**config.mk**
```make
export PLATFORM = sky130hd
export DESIGN_NAME = planar_image_packbits_decoder_unit
export DESIGN_NICKNAME = d
export VERILOG_FILES = /design/src/rtl/core/pipd_pkg.sv /design/src/rtl/core/planar_image_packbits_decoder_unit.sv
export SDC_FILE = /design/constraint.sdc
export NUM_CORES = 1
export LEC_CHECK = 0
export ABC_CLOCK_PERIOD_IN_PS = 21800
export BUFFER_PORTS_ARGS = -buffer_cell sky130_fd_sc_hd__buf_2
export CAP_MARGIN = 20
export CORE_ASPECT_RATIO = 1.5
export CORE_MARGIN = 3
export CORE_UTILIZATION = 60
export CTS_BUF_LIST = sky130_fd_sc_hd__clkbuf_16
export DETAILED_ROUTE_END_ITERATION = 10
export HOLD_SLACK_MARGIN = 0.03
export PLACE_DENSITY = 0.8
export SLEW_MARGIN = 15
export SYNTH_ARGS = -nofsm -noshare
export SYNTH_HDL_FRONTEND = slang
export SYNTH_SLANG_ARGS = --single-unit
```
**constraint.sdc**
```tcl
create_clock -name clock -period 21.8 [get_ports clock]
set_input_delay 3.27 -clock clock [delete_from_list [all_inputs] [get_ports clock]]
set_output_delay 3.27 -clock clock [all_outputs]
set_load 0.005 [all_outputs]
```
**src/rtl/core/pipd_pkg.sv**
```systemverilog
package pipd_pkg;

   // Channel widths
   localparam int REQ_TDATA_W = 8;
   localparam int RSP_TDATA_W = 64;
   localparam int KIND_W      = 2;

   // Result kinds
   localparam logic [KIND_W-1:0] KIND_PIXEL      = 2'd0;
   localparam logic [KIND_W-1:0] KIND_PALETTE    = 2'd1;
   localparam logic [KIND_W-1:0] KIND_BAD_HEADER = 2'd2;

   // Header layout
   localparam logic [7:0] FLAG_RAW        = 8'h00;
   localparam logic [7:0] FLAG_COMPRESSED = 8'h80;
   localparam logic [7:0] RES_MAX         = 8'd2;
   localparam logic [5:0] HEADER_BYTES    = 6'd34;

   // Resolution codes
   localparam logic [1:0] RES_LOW  = 2'd0;
   localparam logic [1:0] RES_MED  = 2'd1;
   localparam logic [1:0] RES_MONO = 2'd2;

   // PackBits repeat count base (257 - control)
   localparam logic [8:0] REPEAT_BASE = 9'h101;

   localparam int LINE_LO      = 40;
   localparam int LINE_HI      = 80;
   localparam int ROWS_LO      = 200;
   localparam int ROWS_HI      = 400;
   localparam int PLANE_LO     = LINE_LO * ROWS_LO;
   localparam int PLANE_MED    = LINE_HI * ROWS_LO;
   localparam int PLANE_MONO   = LINE_HI * ROWS_HI;

   function automatic logic [7:0] line_bytes(input logic [1:0] res);
      return (res == RES_LOW) ? 8'(LINE_LO) : 8'(LINE_HI);
   endfunction

   function automatic logic [8:0] image_rows(input logic [1:0] res);
      return (res == RES_MONO) ? 9'(ROWS_HI) : 9'(ROWS_LO);
   endfunction

   function automatic logic [2:0] plane_count(input logic [1:0] res);
      logic [2:0] n;
      case (res)
         RES_LOW: n = 3'd4;
         RES_MED: n = 3'd2;
         default: n = 3'd1;
      endcase
      return n;
   endfunction

   // Start offset of a plane, modulo the 15-bit buffer space
   function automatic logic [14:0] plane_base(input logic [1:0] res, input logic [1:0] pl);
      logic [16:0] prod;
      case (res)
         RES_LOW: prod = 17'(pl) * 17'(PLANE_LO);
         RES_MED: prod = 17'(pl) * 17'(PLANE_MED);
         default: prod = 17'(pl) * 17'(PLANE_MONO);
      endcase
      return prod[14:0];
   endfunction

   // Start offset of a row inside its plane, modulo the buffer space
   function automatic logic [14:0] row_base(input logic [1:0] res, input logic [8:0] rw);
      logic [16:0] prod;
      if (res == RES_LOW) begin
         prod = 17'(rw) * 17'(LINE_LO);
      end else begin
         prod = 17'(rw) * 17'(LINE_HI);
      end
      return prod[14:0];
   endfunction

endpackage

```
**src/rtl/core/planar_image_packbits_decoder_unit.sv**
```systemverilog
// Channel  Dir  Handshake              Payload
// req      in   req_tvalid/req_tready  tdata: data_byte; tuser: file_start
// rsp      out  rsp_tvalid/rsp_tready  tdata: pixel/palette fields; tuser: kind; tlast: done
//
// Takes one word per cycle unless rsp stalls; its result, if any, shows on rsp in the
// cycle after acceptance. The rate is set by the single result register: a new word
// enters whenever that register is empty or being drained in the same cycle.
// Reset is synchronous, active high; it clears all decoder state and the result valid.
// A stall on rsp holds the result and stops intake until the result is taken.
module planar_image_packbits_decoder_unit (
   input  logic                               clock,
   input  logic                               reset,
   input  logic                               req_tvalid,
   output logic                               req_tready,
   input  logic [pipd_pkg::REQ_TDATA_W-1:0]   req_tdata,  // [7:0] data_byte
   input  logic                               req_tuser,  // [0] file_start
   output logic                               rsp_tvalid,
   input  logic                               rsp_tready,
   // [14:0] address, [22:15] value, [30:23] run_length, [34:31] colour_index,
   // [42:35] red, [50:43] green, [58:51] blue, [63:59] zero
   output logic [pipd_pkg::RSP_TDATA_W-1:0]   rsp_tdata,
   output logic [pipd_pkg::KIND_W-1:0]        rsp_tuser,  // [1:0] kind
   output logic                               rsp_tlast   // image_done
);
   import pipd_pkg::*;

   typedef enum logic [2:0] {
      PH_HEADER,
      PH_RAW,
      PH_CTRL,
      PH_REPEAT,
      PH_LITERAL,
      PH_IDLE
   } phase_type;

   // Decoder state
   phase_type   phase_ff,     phase_in;
   logic [5:0]  hdr_pos_ff,   hdr_pos_in;
   logic        comp_ff,      comp_in;
   logic [1:0]  res_ff,       res_in;
   logic [8:0]  row_ff,       row_in;
   logic [1:0]  plane_ff,     plane_in;
   logic [7:0]  column_ff,    column_in;
   logic [7:0]  lit_left_ff,  lit_left_in;
   logic [7:0]  rep_count_ff, rep_count_in;
   logic [7:0]  pal_high_ff,  pal_high_in;
   logic        word_half_ff, word_half_in;
   logic [14:0] wr_ptr_ff,    wr_ptr_in;

   // Result register
   logic        rsp_valid_ff;
   logic [1:0]  kind_ff,   kind_in;
   logic [14:0] addr_ff,   addr_in;
   logic [7:0]  value_ff,  value_in;
   logic [7:0]  run_ff,    run_in;
   logic [3:0]  cidx_ff,   cidx_in;
   logic [7:0]  red_ff,    red_in;
   logic [7:0]  green_ff,  green_in;
   logic [7:0]  blue_ff,   blue_in;
   logic        done_ff,   done_in;
   logic        emit;

   // State as seen by the accepted word: file_start drops all progress first
   phase_type   cur_phase;
   logic [5:0]  cur_pos;
   logic        cur_comp;
   logic [1:0]  cur_res;
   logic [8:0]  cur_row;
   logic [1:0]  cur_plane;
   logic [7:0]  cur_column;
   logic [7:0]  cur_lit;
   logic [7:0]  cur_rep;
   logic [7:0]  cur_pal;
   logic        cur_wh;
   logic [14:0] cur_ptr;

   // Line-end bookkeeping shared by repeat and literal packets
   logic [7:0]  fin_col;
   logic        fin_full;
   logic [1:0]  fin_plane;
   logic [8:0]  fin_row;
   logic        fin_done;
   logic [14:0] fin_ptr;

   logic        accept;
   logic [7:0]  d;

   assign accept     = req_tvalid && req_tready;
   assign req_tready = !rsp_valid_ff || rsp_tready;
   assign d          = req_tdata[7:0];

   always_comb begin
      if (req_tuser) begin
         cur_phase  = PH_HEADER;
         cur_pos    = '0;
         cur_comp   = 1'b0;
         cur_res    = '0;
         cur_row    = '0;
         cur_plane  = '0;
         cur_column = '0;
         cur_lit    = '0;
         cur_rep    = '0;
         cur_pal    = '0;
         cur_wh     = 1'b0;
         cur_ptr    = '0;
      end else begin
         cur_phase  = phase_ff;
         cur_pos    = hdr_pos_ff;
         cur_comp   = comp_ff;
         cur_res    = res_ff;
         cur_row    = row_ff;
         cur_plane  = plane_ff;
         cur_column = column_ff;
         cur_lit    = lit_left_ff;
         cur_rep    = rep_count_ff;
         cur_pal    = pal_high_ff;
         cur_wh     = word_half_ff;
         cur_ptr    = wr_ptr_ff;
      end
   end

   // Advance to the next plane or row once a packet fills the line
   always_comb begin
      logic [2:0] pl_nx;
      logic       wrap;
      if (cur_phase == PH_REPEAT) begin
         fin_col = cur_column + cur_rep;
      end else begin
         fin_col = cur_column + 8'd1;
      end
      fin_full  = fin_col >= line_bytes(cur_res);
      pl_nx     = {1'b0, cur_plane} + 3'd1;
      wrap      = pl_nx >= plane_count(cur_res);
      fin_plane = wrap ? 2'd0 : pl_nx[1:0];
      fin_row   = wrap ? cur_row + 9'd1 : cur_row;
      fin_done  = fin_full && (fin_row >= image_rows(cur_res));
      fin_ptr   = plane_base(cur_res, fin_plane) + row_base(cur_res, fin_row);
   end

   always_comb begin
      logic [2:0] pl_nx;
      logic [7:0] col_nx;
      logic [8:0] row_nx;
      logic [5:0] pos_nx;
      logic [7:0] lit_dec;
      logic [7:0] mono;
      logic [3:0] idx;

      phase_in     = cur_phase;
      hdr_pos_in   = cur_pos;
      comp_in      = cur_comp;
      res_in       = cur_res;
      row_in       = cur_row;
      plane_in     = cur_plane;
      column_in    = cur_column;
      lit_left_in  = cur_lit;
      rep_count_in = cur_rep;
      pal_high_in  = cur_pal;
      word_half_in = cur_wh;
      wr_ptr_in    = cur_ptr;

      emit     = 1'b0;
      kind_in  = KIND_PIXEL;
      addr_in  = '0;
      value_in = '0;
      run_in   = '0;
      cidx_in  = '0;
      red_in   = '0;
      green_in = '0;
      blue_in  = '0;
      done_in  = 1'b0;

      pl_nx   = {1'b0, cur_plane} + 3'd1;
      col_nx  = cur_column + 8'd2;
      row_nx  = cur_row + 9'd1;
      pos_nx  = cur_pos + 6'd1;
      lit_dec = (cur_lit != 8'd0) ? cur_lit - 8'd1 : 8'd0;
      idx     = 4'((cur_pos - 6'd2) >> 1);
      mono    = (idx == 4'd0) ? 8'hFF : 8'h00;

      case (cur_phase)
         PH_HEADER: begin
            if (cur_pos == 6'd0) begin
               if (d != FLAG_RAW && d != FLAG_COMPRESSED) begin
                  emit     = 1'b1;
                  kind_in  = KIND_BAD_HEADER;
                  phase_in = PH_IDLE;
               end else begin
                  comp_in    = d[7];
                  hdr_pos_in = 6'd1;
               end
            end else if (cur_pos == 6'd1) begin
               if (d > RES_MAX) begin
                  emit     = 1'b1;
                  kind_in  = KIND_BAD_HEADER;
                  phase_in = PH_IDLE;
               end else begin
                  res_in     = d[1:0];
                  hdr_pos_in = 6'd2;
               end
            end else begin
               // Palette words: high byte on even offsets, low byte completes the entry
               if (!cur_pos[0]) begin
                  pal_high_in = d;
               end else if (cur_res == RES_MONO) begin
                  if (idx < 4'd2) begin
                     emit     = 1'b1;
                     kind_in  = KIND_PALETTE;
                     cidx_in  = idx;
                     red_in   = mono;
                     green_in = mono;
                     blue_in  = mono;
                  end
               end else begin
                  emit     = 1'b1;
                  kind_in  = KIND_PALETTE;
                  cidx_in  = idx;
                  red_in   = {cur_pal[2:0], 5'd0};
                  green_in = {d[6:4], 5'd0};
                  blue_in  = {d[2:0], 5'd0};
               end
               hdr_pos_in = pos_nx;
               if (pos_nx >= HEADER_BYTES) begin
                  row_in       = '0;
                  plane_in     = '0;
                  column_in    = '0;
                  word_half_in = 1'b0;
                  wr_ptr_in    = '0;
                  lit_left_in  = '0;
                  rep_count_in = '0;
                  phase_in     = cur_comp ? PH_CTRL : PH_RAW;
               end
            end
         end

         PH_RAW: begin
            // Words interleave the planes: two bytes per plane, then the next plane
            emit     = 1'b1;
            addr_in  = plane_base(cur_res, cur_plane) + row_base(cur_res, cur_row)
                       + 15'(cur_column) + 15'(cur_wh);
            value_in = d;
            run_in   = 8'd1;
            if (!cur_wh) begin
               word_half_in = 1'b1;
            end else begin
               word_half_in = 1'b0;
               if (pl_nx >= plane_count(cur_res)) begin
                  plane_in = '0;
                  if (col_nx >= line_bytes(cur_res)) begin
                     column_in = '0;
                     row_in    = row_nx;
                     if (row_nx >= image_rows(cur_res)) begin
                        phase_in = PH_IDLE;
                        done_in  = 1'b1;
                     end
                  end else begin
                     column_in = col_nx;
                  end
               end else begin
                  plane_in = pl_nx[1:0];
               end
            end
         end

         PH_CTRL: begin
            if (d[7]) begin
               rep_count_in = 8'(REPEAT_BASE - {1'b0, d});
               phase_in     = PH_REPEAT;
            end else begin
               lit_left_in = d + 8'd1;
               phase_in    = PH_LITERAL;
            end
         end

         PH_REPEAT: begin
            emit      = 1'b1;
            addr_in   = cur_ptr;
            value_in  = d;
            run_in    = cur_rep;
            wr_ptr_in = cur_ptr + 15'(cur_rep);
            column_in = fin_col;
            phase_in  = PH_CTRL;
            if (fin_full) begin
               column_in = '0;
               plane_in  = fin_plane;
               row_in    = fin_row;
               if (fin_done) begin
                  phase_in = PH_IDLE;
                  done_in  = 1'b1;
               end else begin
                  wr_ptr_in = fin_ptr;
               end
            end
         end

         PH_LITERAL: begin
            emit        = 1'b1;
            addr_in     = cur_ptr;
            value_in    = d;
            run_in      = 8'd1;
            wr_ptr_in   = cur_ptr + 15'd1;
            column_in   = fin_col;
            lit_left_in = lit_dec;
            if (lit_dec == 8'd0) begin
               phase_in = PH_CTRL;
               if (fin_full) begin
                  column_in = '0;
                  plane_in  = fin_plane;
                  row_in    = fin_row;
                  if (fin_done) begin
                     phase_in = PH_IDLE;
                     done_in  = 1'b1;
                  end else begin
                     wr_ptr_in = fin_ptr;
                  end
               end
            end
         end

         default: begin
            // Idle: drop words until the next file start
         end
      endcase
   end

   always_ff @(posedge clock) begin
      if (reset) begin
         phase_ff     <= PH_HEADER;
         hdr_pos_ff   <= '0;
         comp_ff      <= 1'b0;
         res_ff       <= '0;
         row_ff       <= '0;
         plane_ff     <= '0;
         column_ff    <= '0;
         lit_left_ff  <= '0;
         rep_count_ff <= '0;
         pal_high_ff  <= '0;
         word_half_ff <= 1'b0;
         wr_ptr_ff    <= '0;
         rsp_valid_ff <= 1'b0;
      end else begin
         if (accept) begin
            phase_ff     <= phase_in;
            hdr_pos_ff   <= hdr_pos_in;
            comp_ff      <= comp_in;
            res_ff       <= res_in;
            row_ff       <= row_in;
            plane_ff     <= plane_in;
            column_ff    <= column_in;
            lit_left_ff  <= lit_left_in;
            rep_count_ff <= rep_count_in;
            pal_high_ff  <= pal_high_in;
            word_half_ff <= word_half_in;
            wr_ptr_ff    <= wr_ptr_in;
            rsp_valid_ff <= emit;
            if (emit) begin
               kind_ff  <= kind_in;
               addr_ff  <= addr_in;
               value_ff <= value_in;
               run_ff   <= run_in;
               cidx_ff  <= cidx_in;
               red_ff   <= red_in;
               green_ff <= green_in;
               blue_ff  <= blue_in;
               done_ff  <= done_in;
            end
         end else if (rsp_tready) begin
            rsp_valid_ff <= 1'b0;
         end
      end
   end

   assign rsp_tvalid = rsp_valid_ff;
   assign rsp_tuser  = kind_ff;
   assign rsp_tlast  = done_ff;
   assign rsp_tdata  = {5'd0, blue_ff, green_ff, red_ff, cidx_ff, run_ff, value_ff, addr_ff};

`ifndef NO_ASSERTIONS
   // Never take a word while a held result would be overwritten
   a_no_overrun: assert property (@(posedge clock) disable iff (reset)
      !(accept && rsp_valid_ff && !rsp_tready))
      else $error("word accepted over a stalled result");

   // Pixel writes always cover at least one byte
   a_run_nonzero: assert property (@(posedge clock) disable iff (reset)
      (rsp_tvalid && rsp_tuser == KIND_PIXEL) |-> (rsp_tdata[30:23] != 8'd0))
      else $error("pixel write with zero run length");

   // Only pixel writes may close the image
   a_done_pixel: assert property (@(posedge clock) disable iff (reset)
      (rsp_tvalid && rsp_tlast) |-> (rsp_tuser == KIND_PIXEL))
      else $error("image done on a non-pixel result");

   // A literal packet in progress has bytes left
   a_literal_left: assert property (@(posedge clock) disable iff (reset)
      (phase_ff == PH_LITERAL) |-> (lit_left_ff != 8'd0))
      else $error("literal phase with no bytes left");

   // Between packets the line position stays inside the line
   a_ctrl_column: assert property (@(posedge clock) disable iff (reset)
      (phase_ff == PH_CTRL) |-> (column_ff < line_bytes(res_ff)))
      else $error("control byte expected past line end");
`endif

endmodule
```
==> metrics.cfg, run 1 <==
[synthesis]
post_synth_xor_area_fraction_pct=7.26
ys.warnings.count=0
yosys-mux-area-fraction_pct=0.957
synth-compound-area-share_pct=23.6
dominantRegCellSynth=sky130_fd_sc_hd__dfxtp_1
post_synth_num_cell_types=81
simple_gate_portion_of_the_synthesized_area_pct=21.9
syn_area_per_cell_um2=7.79
ys_async_sr_fraction_pct=0
synth_seq_cells=115
synth_area_mm2=0.0109
synth_top_family_by_area=compound AO/OA/AOI/OAI gates
synth_fa_ha_area_share_pct=14.1
synth_edf_count=48
synth_seq_area_share_pct=25.6
synth_cells=1394

[critical_path]
cp_data_arrival_time_ps=9420
end_kind=register
timing.setup.critical_path_class=in2reg
regToRegSetupSlack_ps=15570
worstReg2RegStart=plane_ff[0]
timing.critical_path.mode_cell=sky130_fd_sc_hd__a21oi_1
cp.buffers_inverters=6
setup.worst_path.start_class=input pin
cp_slowest_stage_delay_ps=410
worst_path_dominant_cell_family=compound AO/OA/AOI/OAI gates
timing.critical_path.slowest_stage_cell=sky130_fd_sc_hd__inv_2
r2r.worst_path.cells=25
endpoint_of_the_lowest_slack_register_to_register_path=wr_ptr_ff[14]
critPathRequiredTime_ps=22150
timing.critical_path.fanout_max=44

[pwr]
internal-power_mw=0.425
maximum_vdd_ir_drop_mv=0.0516
totalPowerFinal_mw=0.607
power_leakage_nw=5.14
p_per_area_mw_per_mm2=51.5
combinationalPowerShare_pct=15.1
power.clock.fraction_pct=45.4
power_switching_share_pct=30.1
power.switching_mw=0.183
sequentialPowerShare_pct=39.5

[clock_network]
post_cts_hold_buffer_count=0
worstSkewPairLatency_ps=430
cts.reportedPaths.clkPinSlew_ps=60
cts_setup_buffers=0
total_clock_buffers_created_by_cts=17
htree_levels=4
clk_path_buf_depth=2
number_of_sinks_handled_by_clock_tree_synthesis=115
cts_root_buffer=sky130_fd_sc_hd__clkbuf_16
cts_resized=0
cts_tree=yes

[drt]
total_number_of_vias=10617
wire_per_inst_um=19.3
drt.antenna.violating_nets=0
vias_per_cell=6.46
drtPass1Iterations=6
totalWireLength_um=31800
route.detailed.drc=0
drtIter0Drc=1116

[global_route]
total_global_route_track_usage_pct=32.1
overflow=0
antenna_found_initial=0
first_global_vias=10127
largest_net_degree_at_the_start_of_global_routing=68
wire_length_of_the_first_global_routing_pass_um=50400

[sta]
clock_skew_ps=10.8
setup_violations=0
whs_ps=491
timing.max_slew.rel_slack_pct=34.3
setup_ws_ps=12730
hold_viol_final=0
final_period_minus_worst_setup_slack_ps=9070
grt_setup_unrepaired=no
period_share_pct=41.6
timing.fmax_ghz=0.110
tns_ps=0
report.final.slew_viol_count=0
timing_worst_slew_pin_value_ps=981

[placement]
port_buffers=76
placed_area_mm2=0.0112
gp_routability_congestion=1.00
detailedPlacementHpwl_um=23600
preCtsSetupSlack_ps=12450
placedCellCount=1610

[finish]
ant_diodes=0
final_nets=1548
layout.cell_area.non_filler_mm2=0.0118
fillers=1516
layout.cells.non_filler=1643
final-seq-area_mm2=0.00278
syn2layout_area_growth_pct=8.56
finish.utilization_pct=67.1
multiInputGateArea_mm2=0.00739
drive_gt1_share_pct=10.6

[outcome]
outcome=completed

[floorplanning]
dieHeight_um=171
num_io_pins=82
starting_density_of_the_core_pct=61.8
row_count=59
core-area_mm2=0.0176
die-area_mm2=0.0198
die_width_um=116

[hold_path]
hold_start=wr_ptr_ff[5]
hold_path_depth=2
hold_path_sink=wr_ptr_ff[5]
hold_path_class=reg2reg

[run]
cap_violations=0

## metal layers
metal / wire (µm) / vias to the layer above / GRT usage, %
met4: 1880 / 0 / 19.2
met5: 0 / - / 0
li1: - / 5008 / -
met2: 15500 / 505 / 54.3
met3: 2120 / 136 / 5.02
met1: 12200 / 4968 / 37.9
## registers in the layout, summed over array words and instances, names as in the netlist, 3 cells and up
register and cells:
addr_ff 15, blue_ff 3, cidx_ff 4, column_ff 8, green_ff 3, hdr_pos_ff 6, lit_left_ff 8, pal_high_ff 3
phase_ff 3, red_ff 4, rep_count_ff 8, row_ff 9, run_ff 8, value_ff 8, wr_ptr_ff 15
## cell type report
| cell class | instances | area share [%] |
|---|---|---|
| Multi-Input combinational cell | 1116 | 62.7 |
| Sequential cell | 115 | 23.6 |
| Timing Repair Buffer | 91 | 4.16 |
| Clock buffer | 17 | 3.61 |
| Inverter | 76 | 2.42 |
| Tap cell | 213 | 2.26 |
| Clock inverter | 15 | 1.25 |
## cells in the final DEF, fill, tap and decap left out, types with 6 or more instances in the layout
cell,instances
sky130_fd_sc_hd__nor2b_1,43
sky130_fd_sc_hd__a211oi_1,18
sky130_fd_sc_hd__fa_1,7
sky130_fd_sc_hd__clkbuf_16,17
sky130_fd_sc_hd__buf_2,77
sky130_fd_sc_hd__a21o_1,22
sky130_fd_sc_hd__nor2_1,149
sky130_fd_sc_hd__nand3_1,25
sky130_fd_sc_hd__nand2b_1,14
sky130_fd_sc_hd__o31ai_1,10
sky130_fd_sc_hd__a22oi_1,31
sky130_fd_sc_hd__dfxtp_1,67
sky130_fd_sc_hd__buf_4,14
sky130_fd_sc_hd__xor2_1,33
sky130_fd_sc_hd__a21oi_1,89
sky130_fd_sc_hd__a31oi_1,13
sky130_fd_sc_hd__or2_2,11
sky130_fd_sc_hd__o22ai_1,9
sky130_fd_sc_hd__ha_1,111
sky130_fd_sc_hd__and3_1,16
sky130_fd_sc_hd__nor3_1,47
sky130_fd_sc_hd__nand2_1,140
sky130_fd_sc_hd__inv_6,6
sky130_fd_sc_hd__xnor2_1,57
sky130_fd_sc_hd__mux2i_1,7
sky130_fd_sc_hd__or3_1,8
sky130_fd_sc_hd__edfxtp_1,48
sky130_fd_sc_hd__o211ai_1,11
sky130_fd_sc_hd__inv_1,75
sky130_fd_sc_hd__and2_1,14
sky130_fd_sc_hd__o21a_1,17
sky130_fd_sc_hd__o21ai_0,91
sky130_fd_sc_hd__o21bai_1,11
sky130_fd_sc_hd__nor4_1,8
sky130_fd_sc_hd__nand4_1,9
## logic make-up (layout without fill, tap and decap cells)
group,after synthesis,count (layout)
AO/OA/AOI/OAI,391,391
multiplexers,10,10
adder cells (fa/ha/maj),118,118
buffers and inverters,167,199
flip-flops,115,115
AND/OR/NAND/NOR,502,502
XOR/XNOR,90,90
other,1,5
## power groups by stage
stage	logic [mW]	registers, mW	clock network (mW)
global route	0.101	0.241	0.286
detailed placement	0.0896	0.244	0
global placement	0.0883	0.244	0
finish	0.0918	0.240	0.276
CTS	0.0902	0.240	0.277
floorplan	0.0644	0.243	0
## how the worst max path moves through the flow
stage	from	end	slack (ps)	cells after the start
6_report	req_tuser	wr_ptr_ff[14]	12730	27
5_1_grt	req_tuser	wr_ptr_ff[14]	12260	27
4_1_cts	req_tuser	wr_ptr_ff[14]	12830	27
3_5_place_dp	req_tuser	wr_ptr_ff[14]	12450	27
3_3_place_gp	req_tuser	wr_ptr_ff[14]	12590	27
2_1_floorplan	req_tuser	wr_ptr_ff[14]	12270	32
## cells in the mapped netlist (all sizes together), types with 12 or more instances
master / count / share of area (%)
xor2: 33 / 2.7
and3: 16 / 0.92
a211oi: 18 / 1.2
a21o: 22 / 1.5
dfxtp: 67 / 12
nand2b: 14 / 0.81
nand2: 140 / 4.8
nor3: 47 / 2.2
ha: 111 / 13
a21oi: 92 / 4.4
a31oi: 13 / 0.75
o21a: 17 / 1.2
o21ai: 95 / 4.4
clkbuf: 63 / 2.2
nand3: 25 / 1.2
xnor2: 57 / 4.6
a22oi: 31 / 2.1
edfxtp: 48 / 13
buf: 28 / 1.8
or2: 12 / 0.69
nor2b: 43 / 2.5
and2: 14 / 0.81
inv: 76 / 2.6
nor2: 150 / 5.2
## worst register-to-register path, delay by kind of cell, from the launching register on
| kind | cells | cell delay, ps |
|---|---|---|
| flops | 1 | 580 |
| buf+inv | 3 | 230 |
| compound gates | 8 | 1810 |
| simple gates | 4 | 900 |
| fa+ha+maj | 4 | 1220 |
| xor+xnor | 5 | 1130 |
| mux | 1 | 290 |
(Power assumes the default switching activity.)
==> run 2: changes to the inputs <==
- ABC_CLOCK_PERIOD_IN_PS: 21800 -> 7350
- CORE_UTILIZATION: 60 -> 56
- PLACE_DENSITY: 0.8 -> 0.78
- clock period: 21.8 -> 7.35 ns (I/O delays scaled with it)
==> run 2 against run 1 <==
Hold slack worse by 16 ps. Largest cell class unchanged. Die area up 6.8%. Largest power group unchanged. Combinational power rose to 3.0 times the previous value. Cell count increased by 2.7%. Via count grew 0.32%.
==> metrics.cfg, run 2 (synthesis gave the netlist of run 1 again) <==
[floorplanning]
die_width_um=120  ; +3.3%
num_io_pins=82  ; unchanged
core-area_mm2=0.0188  ; +6.9%
starting_density_of_the_core_pct=57.8  ; -4.0 points
row_count=61  ; +3.4%
dieHeight_um=177  ; +3.4%
die-area_mm2=0.0211  ; +6.8%

[placement]
placedCellCount=1654  ; +2.7%
port_buffers=76  ; unchanged
placed_area_mm2=0.0113  ; +0.77%
gp_routability_congestion=0.989  ; -1.1%
detailedPlacementHpwl_um=24300  ; +3.0%
preCtsSetupSlack_ps=729  ; -11720 ps

[finish]
drive_gt1_share_pct=10.9  ; +0.31 points
ant_diodes=0  ; unchanged
layout.cells.most_common=sky130_fd_sc_hd__nor2_1
syn2layout_area_growth_pct=10.1
final_nets=1553  ; +0.32%
layout_top_registers=addr_ff: 15 flops, wr_ptr_ff: 15 flops, row_ff: 9 flops
finish.utilization_pct=63.7  ; -3.4 points
layout.cells.non_filler=1687  ; +2.7%
most-common-layout-cells=149 x sky130_fd_sc_hd__nor2_1, 140 x sky130_fd_sc_hd__nand2_1, 111 x sky130_fd_sc_hd__ha_1
layout.cell_area.non_filler_mm2=0.0120  ; +1.4%

[critical_path]
worstReg2RegStart=plane_ff[0]
timing.critical_path.fanout_max=15  ; -66%
crit_path_to=wr_ptr_ff[14]
worstSetupStartpoint=req_tuser
r2r.worst_path.cells=25  ; unchanged
end_kind=register
cp_data_arrival_time_ps=6650  ; -2770 ps
regToRegSetupSlack_ps=1390  ; -14180 ps
timing.setup.critical_path_class=in2reg
setup.worst_path.start_class=input pin
critPathRequiredTime_ps=7700  ; -14450 ps
endpoint_of_the_lowest_slack_register_to_register_path=wr_ptr_ff[14]

[drt]
total_number_of_vias=10651  ; +0.32%
drtPass1Iterations=6  ; unchanged
route.detailed.drc=0  ; unchanged
totalWireLength_um=32600  ; +2.6%
wire_per_inst_um=19.3  ; about the same
drt.antenna.violating_nets=0  ; unchanged
vias_per_cell=6.31  ; -2.3%
drtIter0Drc=975  ; -13%

[global_route]
overflow=0  ; unchanged
groute.layer.met2.usage_pct=53.4  ; -0.85 points
wire_length_of_the_first_global_routing_pass_um=51400  ; +2.0%
first_global_vias=9998  ; -1.3%
gr-usage-met3_pct=4.78  ; -0.25 points
antenna_found_initial=0  ; unchanged
busiest_layer=met2
largest_net_degree_at_the_start_of_global_routing=63  ; -7.4%
met1_usage_in_global_routing_pct=34.5  ; -3.4 points
total_global_route_track_usage_pct=30.6  ; -1.5 points

[clock_network]
htree_levels=4  ; unchanged
cts_root_buffer=sky130_fd_sc_hd__clkbuf_16
worstSkewPairLatency_ps=440  ; about the same
number_of_sinks_handled_by_clock_tree_synthesis=115  ; unchanged
cts_resized=0  ; unchanged
cts_tree=yes
cts.reportedPaths.clkPinSlew_ps=60  ; about the same
clk_path_buf_depth=2  ; unchanged
post_cts_hold_buffer_count=0  ; unchanged
total_clock_buffers_created_by_cts=17  ; unchanged
cts_setup_buffers=0  ; unchanged

[sta]
period_share_pct=85.7
whs_ps=476  ; -15.8 ps
clock_skew_ps=11.5  ; +0.725 ps
timing.fmax_ghz=0.159
final_period_minus_worst_setup_slack_ps=6300
setup_ws_ps=1050  ; -11680 ps
timing.max_slew.rel_slack_pct=29.3  ; -5.0 points
setup_violations=0  ; unchanged
timing_worst_slew_pin_value_ps=1060  ; +76.2 ps
hold_viol_final=0  ; unchanged
tns_ps=0  ; unchanged
report.final.slew_viol_count=0  ; unchanged
grt_setup_unrepaired=no

[hold_path]
hold_path_class=reg2reg
hold_start=wr_ptr_ff[5]

[outcome]
outcome=completed

[pwr]
p_per_area_mw_per_mm2=161  ; +210%
power.switching_mw=0.536  ; +190%
combinationalPowerShare_pct=14.4  ; -0.7 points
totalPowerFinal_mw=1.93  ; +220%
maximum_vdd_ir_drop_mv=0.168  ; +230%
power_switching_share_pct=27.8  ; -2.3 points
power.clock.fraction_pct=48.7  ; +3.3 points
internal-power_mw=1.39  ; +230%
power_leakage_nw=5.21  ; +1.3%
sequentialPowerShare_pct=37.0  ; -2.5 points

[run]
cap_violations=0  ; unchanged

[run 2: cell count changes in the layout (fill, tap and decap cells not counted)]
| cell | before | now |
|---|---|---|
| sky130_fd_sc_hd__inv_8 | 1 | 0 |
| sky130_fd_sc_hd__clkinvlp_4 | 3 | 1 |
| sky130_fd_sc_hd__clkinv_2 | 1 | 2 |
| sky130_fd_sc_hd__buf_4 | 14 | 19 |
| sky130_fd_sc_hd__clkinv_4 | 3 | 5 |
| sky130_fd_sc_hd__bufinv_16 | 1 | 5 |
| sky130_fd_sc_hd__inv_6 | 6 | 2 |
[run 2: cell type report]
type | instances | area (µm²)
Multi-Input combinational cell | 1116 | 7390
Clock buffer | 17 | 425
Fill cell | 1604 | 6820
Inverter | 76 | 285
Sequential cell | 115 | 2780
Timing Repair Buffer | 96 | 528
Tap cell | 252 | 315
Clock inverter | 15 | 229
[run 2: metal layers]
layer | share of wire [%] | vias up
met5 | 0 | -
li1 | - | 5007
met2 | 49 | 562
met3 | 6.2 | 143
met1 | 38 | 4939
met4 | 6.7 | 0
[run 2: power by group through the flow]
stage               registers, mW  clock network, mW  logic, mW
floorplan                   0.722                  0      0.191
CTS                         0.711              0.937      0.271
finish                      0.712              0.937      0.277
detailed placement          0.725                  0      0.269
global route                0.715              0.968      0.299
global placement            0.724                  0      0.266
[run 2: critical path: stages]
cell                       delay [ps]
sky130_fd_sc_hd__buf_2            300
sky130_fd_sc_hd__inv_2            220
sky130_fd_sc_hd__nand2_1          250
sky130_fd_sc_hd__inv_1            180
sky130_fd_sc_hd__ha_1             330
sky130_fd_sc_hd__nor2b_1          160
sky130_fd_sc_hd__o21a_1           360
sky130_fd_sc_hd__nor2_1           110
sky130_fd_sc_hd__xor2_1           340
sky130_fd_sc_hd__xor2_1           310
sky130_fd_sc_hd__inv_1             80
sky130_fd_sc_hd__ha_1             290
sky130_fd_sc_hd__a21oi_1          200
sky130_fd_sc_hd__inv_1             60
sky130_fd_sc_hd__a21oi_1          170
sky130_fd_sc_hd__xnor2_1          100
sky130_fd_sc_hd__mux2_2           270
sky130_fd_sc_hd__ha_1             330
sky130_fd_sc_hd__and3_1           200
sky130_fd_sc_hd__a211o_1          330
sky130_fd_sc_hd__a21o_1           180
sky130_fd_sc_hd__a21oi_1          160
sky130_fd_sc_hd__xor2_1           190
sky130_fd_sc_hd__xnor2_1          140
sky130_fd_sc_hd__nand2_1           70
sky130_fd_sc_hd__a211oi_1         200
[run 2: worst min-delay path by stage]
stage,cells past startpoint,to,slack [ps]
after floorplan,2,wr_ptr_ff[5],430
after global placement,2,wr_ptr_ff[5],450
after detailed placement,2,wr_ptr_ff[5],460
after CTS,2,wr_ptr_ff[5],470
after global routing,2,wr_ptr_ff[5],520
final,2,wr_ptr_ff[5],480
==> run 3: changes to the inputs <==
- ABC_CLOCK_PERIOD_IN_PS: 7350 -> 6720
- CORE_ASPECT_RATIO: 1.5 -> not set
- CORE_MARGIN: 3 -> 2
- CORE_UTILIZATION: 56 -> 60
- PLACE_DENSITY: 0.78 -> 0.8
- clock period: 7.35 -> 6.72 ns (I/O delays scaled with it)
==> run 3 against run 2 <==
Largest power group unchanged. Wire length fell by 1.8%. Hold slack improved by 28 ps. Global-route usage rose by 2.2 points. Die area fell by 9.2%. Clock skew barely moved.
==> metrics.cfg, run 3 (synthesis gave the netlist of run 1 again) <==
[placement]
detailedPlacementHpwl_um=23300  ; -4.1%
placedCellCount=1634  ; -1.2%
port_buffers=76  ; unchanged
gp_routability_congestion=0.967  ; -2.3%

[clock_network]
post_cts_hold_buffer_count=0  ; unchanged
clk_path_buf_depth=2  ; unchanged
cts.reportedPaths.clkPinSlew_ps=70  ; about the same
worstSkewPairLatency_ps=430  ; about the same
cts_setup_buffers=0  ; unchanged
cts_root_buffer=sky130_fd_sc_hd__clkbuf_16
total_clock_buffers_created_by_cts=17  ; unchanged
cts_resized=0  ; unchanged
number_of_sinks_handled_by_clock_tree_synthesis=115  ; unchanged
htree_levels=4  ; unchanged
cts_tree=yes

[sta]
setup_violations=0  ; unchanged
report.final.slew_viol_count=0  ; unchanged
timing_worst_slew_pin_value_ps=989  ; -69.0 ps
hold_viol_final=0  ; unchanged
timing.fmax_ghz=0.169
timing.max_slew.rel_slack_pct=33.6  ; +4.3 points
tns_ps=0  ; unchanged
grt_setup_unrepaired=no
period_share_pct=88.2
clock_skew_ps=11.4  ; -0.135 ps
whs_ps=504  ; +28.5 ps
final_period_minus_worst_setup_slack_ps=5930

[critical_path]
timing.critical_path.fanout_max=20  ; +5
cp_data_arrival_time_ps=6280  ; -370 ps
critPathRequiredTime_ps=7070  ; -630 ps
timing.setup.critical_path_class=in2reg
end_kind=register
setup.worst_path.start_class=input pin

[floorplanning]
row_count=49  ; -20%
num_io_pins=82  ; unchanged
core-area_mm2=0.0178  ; -5.0%
dieHeight_um=139  ; -22%
starting_density_of_the_core_pct=60.8  ; +3.0 points
die-area_mm2=0.0192  ; -9.2%
die_width_um=139  ; +16%

[finish]
layout.cells.most_common=sky130_fd_sc_hd__nor2_1
layout_top_registers=addr_ff: 15 flops, wr_ptr_ff: 15 flops, row_ff: 9 flops
syn2layout_area_growth_pct=9.50
ant_diodes=0  ; unchanged
final_nets=1555  ; +0.13%
layout.cells.non_filler=1666  ; -1.2%
most-common-layout-cells=149 x sky130_fd_sc_hd__nor2_1, 140 x sky130_fd_sc_hd__nand2_1, 111 x sky130_fd_sc_hd__ha_1
drive_gt1_share_pct=10.8  ; -0.085 points
fillers=1548  ; -3.5%

[global_route]
antenna_found_initial=0  ; unchanged
largest_net_degree_at_the_start_of_global_routing=68  ; +7.9%
overflow=0  ; unchanged
total_global_route_track_usage_pct=32.8  ; +2.2 points
wire_length_of_the_first_global_routing_pass_um=51200  ; -0.48%
first_global_vias=9753  ; -2.5%

[outcome]
outcome=completed

[drt]
drtIter0Drc=1213  ; +24%
route.detailed.drc=0  ; unchanged
vias_per_cell=6.38  ; +1.0%
drtPass1Iterations=7  ; +1
drt.antenna.violating_nets=0  ; unchanged
totalWireLength_um=32000  ; -1.8%
wire_per_inst_um=19.2  ; -0.60%
total_number_of_vias=10624  ; -0.25%

[pwr]
p_per_area_mw_per_mm2=170  ; +5.5%
power_leakage_nw=5.18  ; -0.45%
maximum_vdd_ir_drop_mv=0.237  ; +41%

[hold_path]
hold_path_class=reg2reg

[run]
cap_violations=0  ; unchanged

-- run 3: changes by cell type in the layout (fill, tap and decap cells not counted) --
cell / delta
sky130_fd_sc_hd__buf_4: +3
sky130_fd_sc_hd__clkinv_1: +3
sky130_fd_sc_hd__clkinv_4: -3
sky130_fd_sc_hd__bufinv_16: -2
sky130_fd_sc_hd__clkinv_2: -2
sky130_fd_sc_hd__clkinvlp_4: +2
sky130_fd_sc_hd__inv_1: +2
sky130_fd_sc_hd__buf_2: -1
sky130_fd_sc_hd__nor2b_1: -1
sky130_fd_sc_hd__nor2b_2: +1
sky130_fd_sc_hd__nor3_1: -1
sky130_fd_sc_hd__nor3_2: +1
-- run 3: power by group --
part | switching (mW) | total [mW] | internal, mW
registers | 0.0217 | 0.780 | 0.758
clock network | 0.360 | 0.938 | 0.579
logic | 0.200 | 0.303 | 0.103
-- run 3: critical path, stage by stage --
cell and delay [ps]:
sky130_fd_sc_hd__buf_2 150, sky130_fd_sc_hd__inv_2 210, sky130_fd_sc_hd__nand2_1 120, sky130_fd_sc_hd__ha_1 370
sky130_fd_sc_hd__ha_1 210, sky130_fd_sc_hd__a21oi_1 190, sky130_fd_sc_hd__o21ai_1 90, sky130_fd_sc_hd__buf_4 210
sky130_fd_sc_hd__o21ai_0 500, sky130_fd_sc_hd__ha_1 360, sky130_fd_sc_hd__ha_1 220, sky130_fd_sc_hd__inv_1 70
sky130_fd_sc_hd__fa_1 200, sky130_fd_sc_hd__nor2b_1 70, sky130_fd_sc_hd__o31a_1 250, sky130_fd_sc_hd__a21oi_1 180
sky130_fd_sc_hd__nand2_1 80, sky130_fd_sc_hd__nand2_1 90, sky130_fd_sc_hd__ha_1 280, sky130_fd_sc_hd__and3_1 170
sky130_fd_sc_hd__a211o_1 320, sky130_fd_sc_hd__a21o_1 190, sky130_fd_sc_hd__a21oi_1 160, sky130_fd_sc_hd__xor2_1 190
sky130_fd_sc_hd__xnor2_1 130, sky130_fd_sc_hd__nand2_1 70, sky130_fd_sc_hd__a211oi_1 190
-- run 3: through the flow --
| stage | worst slack, ps | area [µm²] | power, mW | util, % |
|---|---|---|---|---|
| 2_1_floorplan | 19.2 | 10900 | 0.999 | - |
| 3_3_place_gp | 597 | 11300 | 1.08 | 63.3 |
| 3_5_place_dp | 420 | 11300 | 1.08 | 63.3 |
| 4_1_cts | 860 | 11900 | 2.01 | 66.6 |
| 5_1_grt | 395 | 11900 | 2.08 | 66.6 |
| 6_report | 792 | 11900 | 2.02 | 66.6 |
-- run 3: final timing paths --
kind / start / to / slack [ps] / cells past startpoint
max: req_tuser / wr_ptr_ff[14] / 790 / 27
min: row_ff[1] / row_ff[1] / 500 / 2
max reg2reg: plane_ff[0] / wr_ptr_ff[14] / 850 / 26
min reg2reg: row_ff[1] / row_ff[1] / 500 / 2
-- run 3: per-layer routing --
| metal | routed length (µm) | global-route usage [%] | vias up |
|---|---|---|---|
| li1 | - | - | 5044 |
| met1 | 13600 | 45.2 | 4933 |
| met2 | 14200 | 50.6 | 542 |
| met3 | 2890 | 5.92 | 105 |
| met4 | 1290 | 14.3 | 0 |
| met5 | 0 | 0 | - |
-- run 3: cell type report --
cell class | instances | area, µm² | share of cell area [%]
inverters | 76 | 285 | 2.40
multi-input cells | 1116 | 7390 | 62.2
clock buffers | 17 | 425 | 3.58
well taps | 229 | 287 | 2.41
flip-flops and latches | 115 | 2780 | 23.4
clock inverters | 15 | 166 | 1.40
repair buffers | 98 | 546 | 4.59
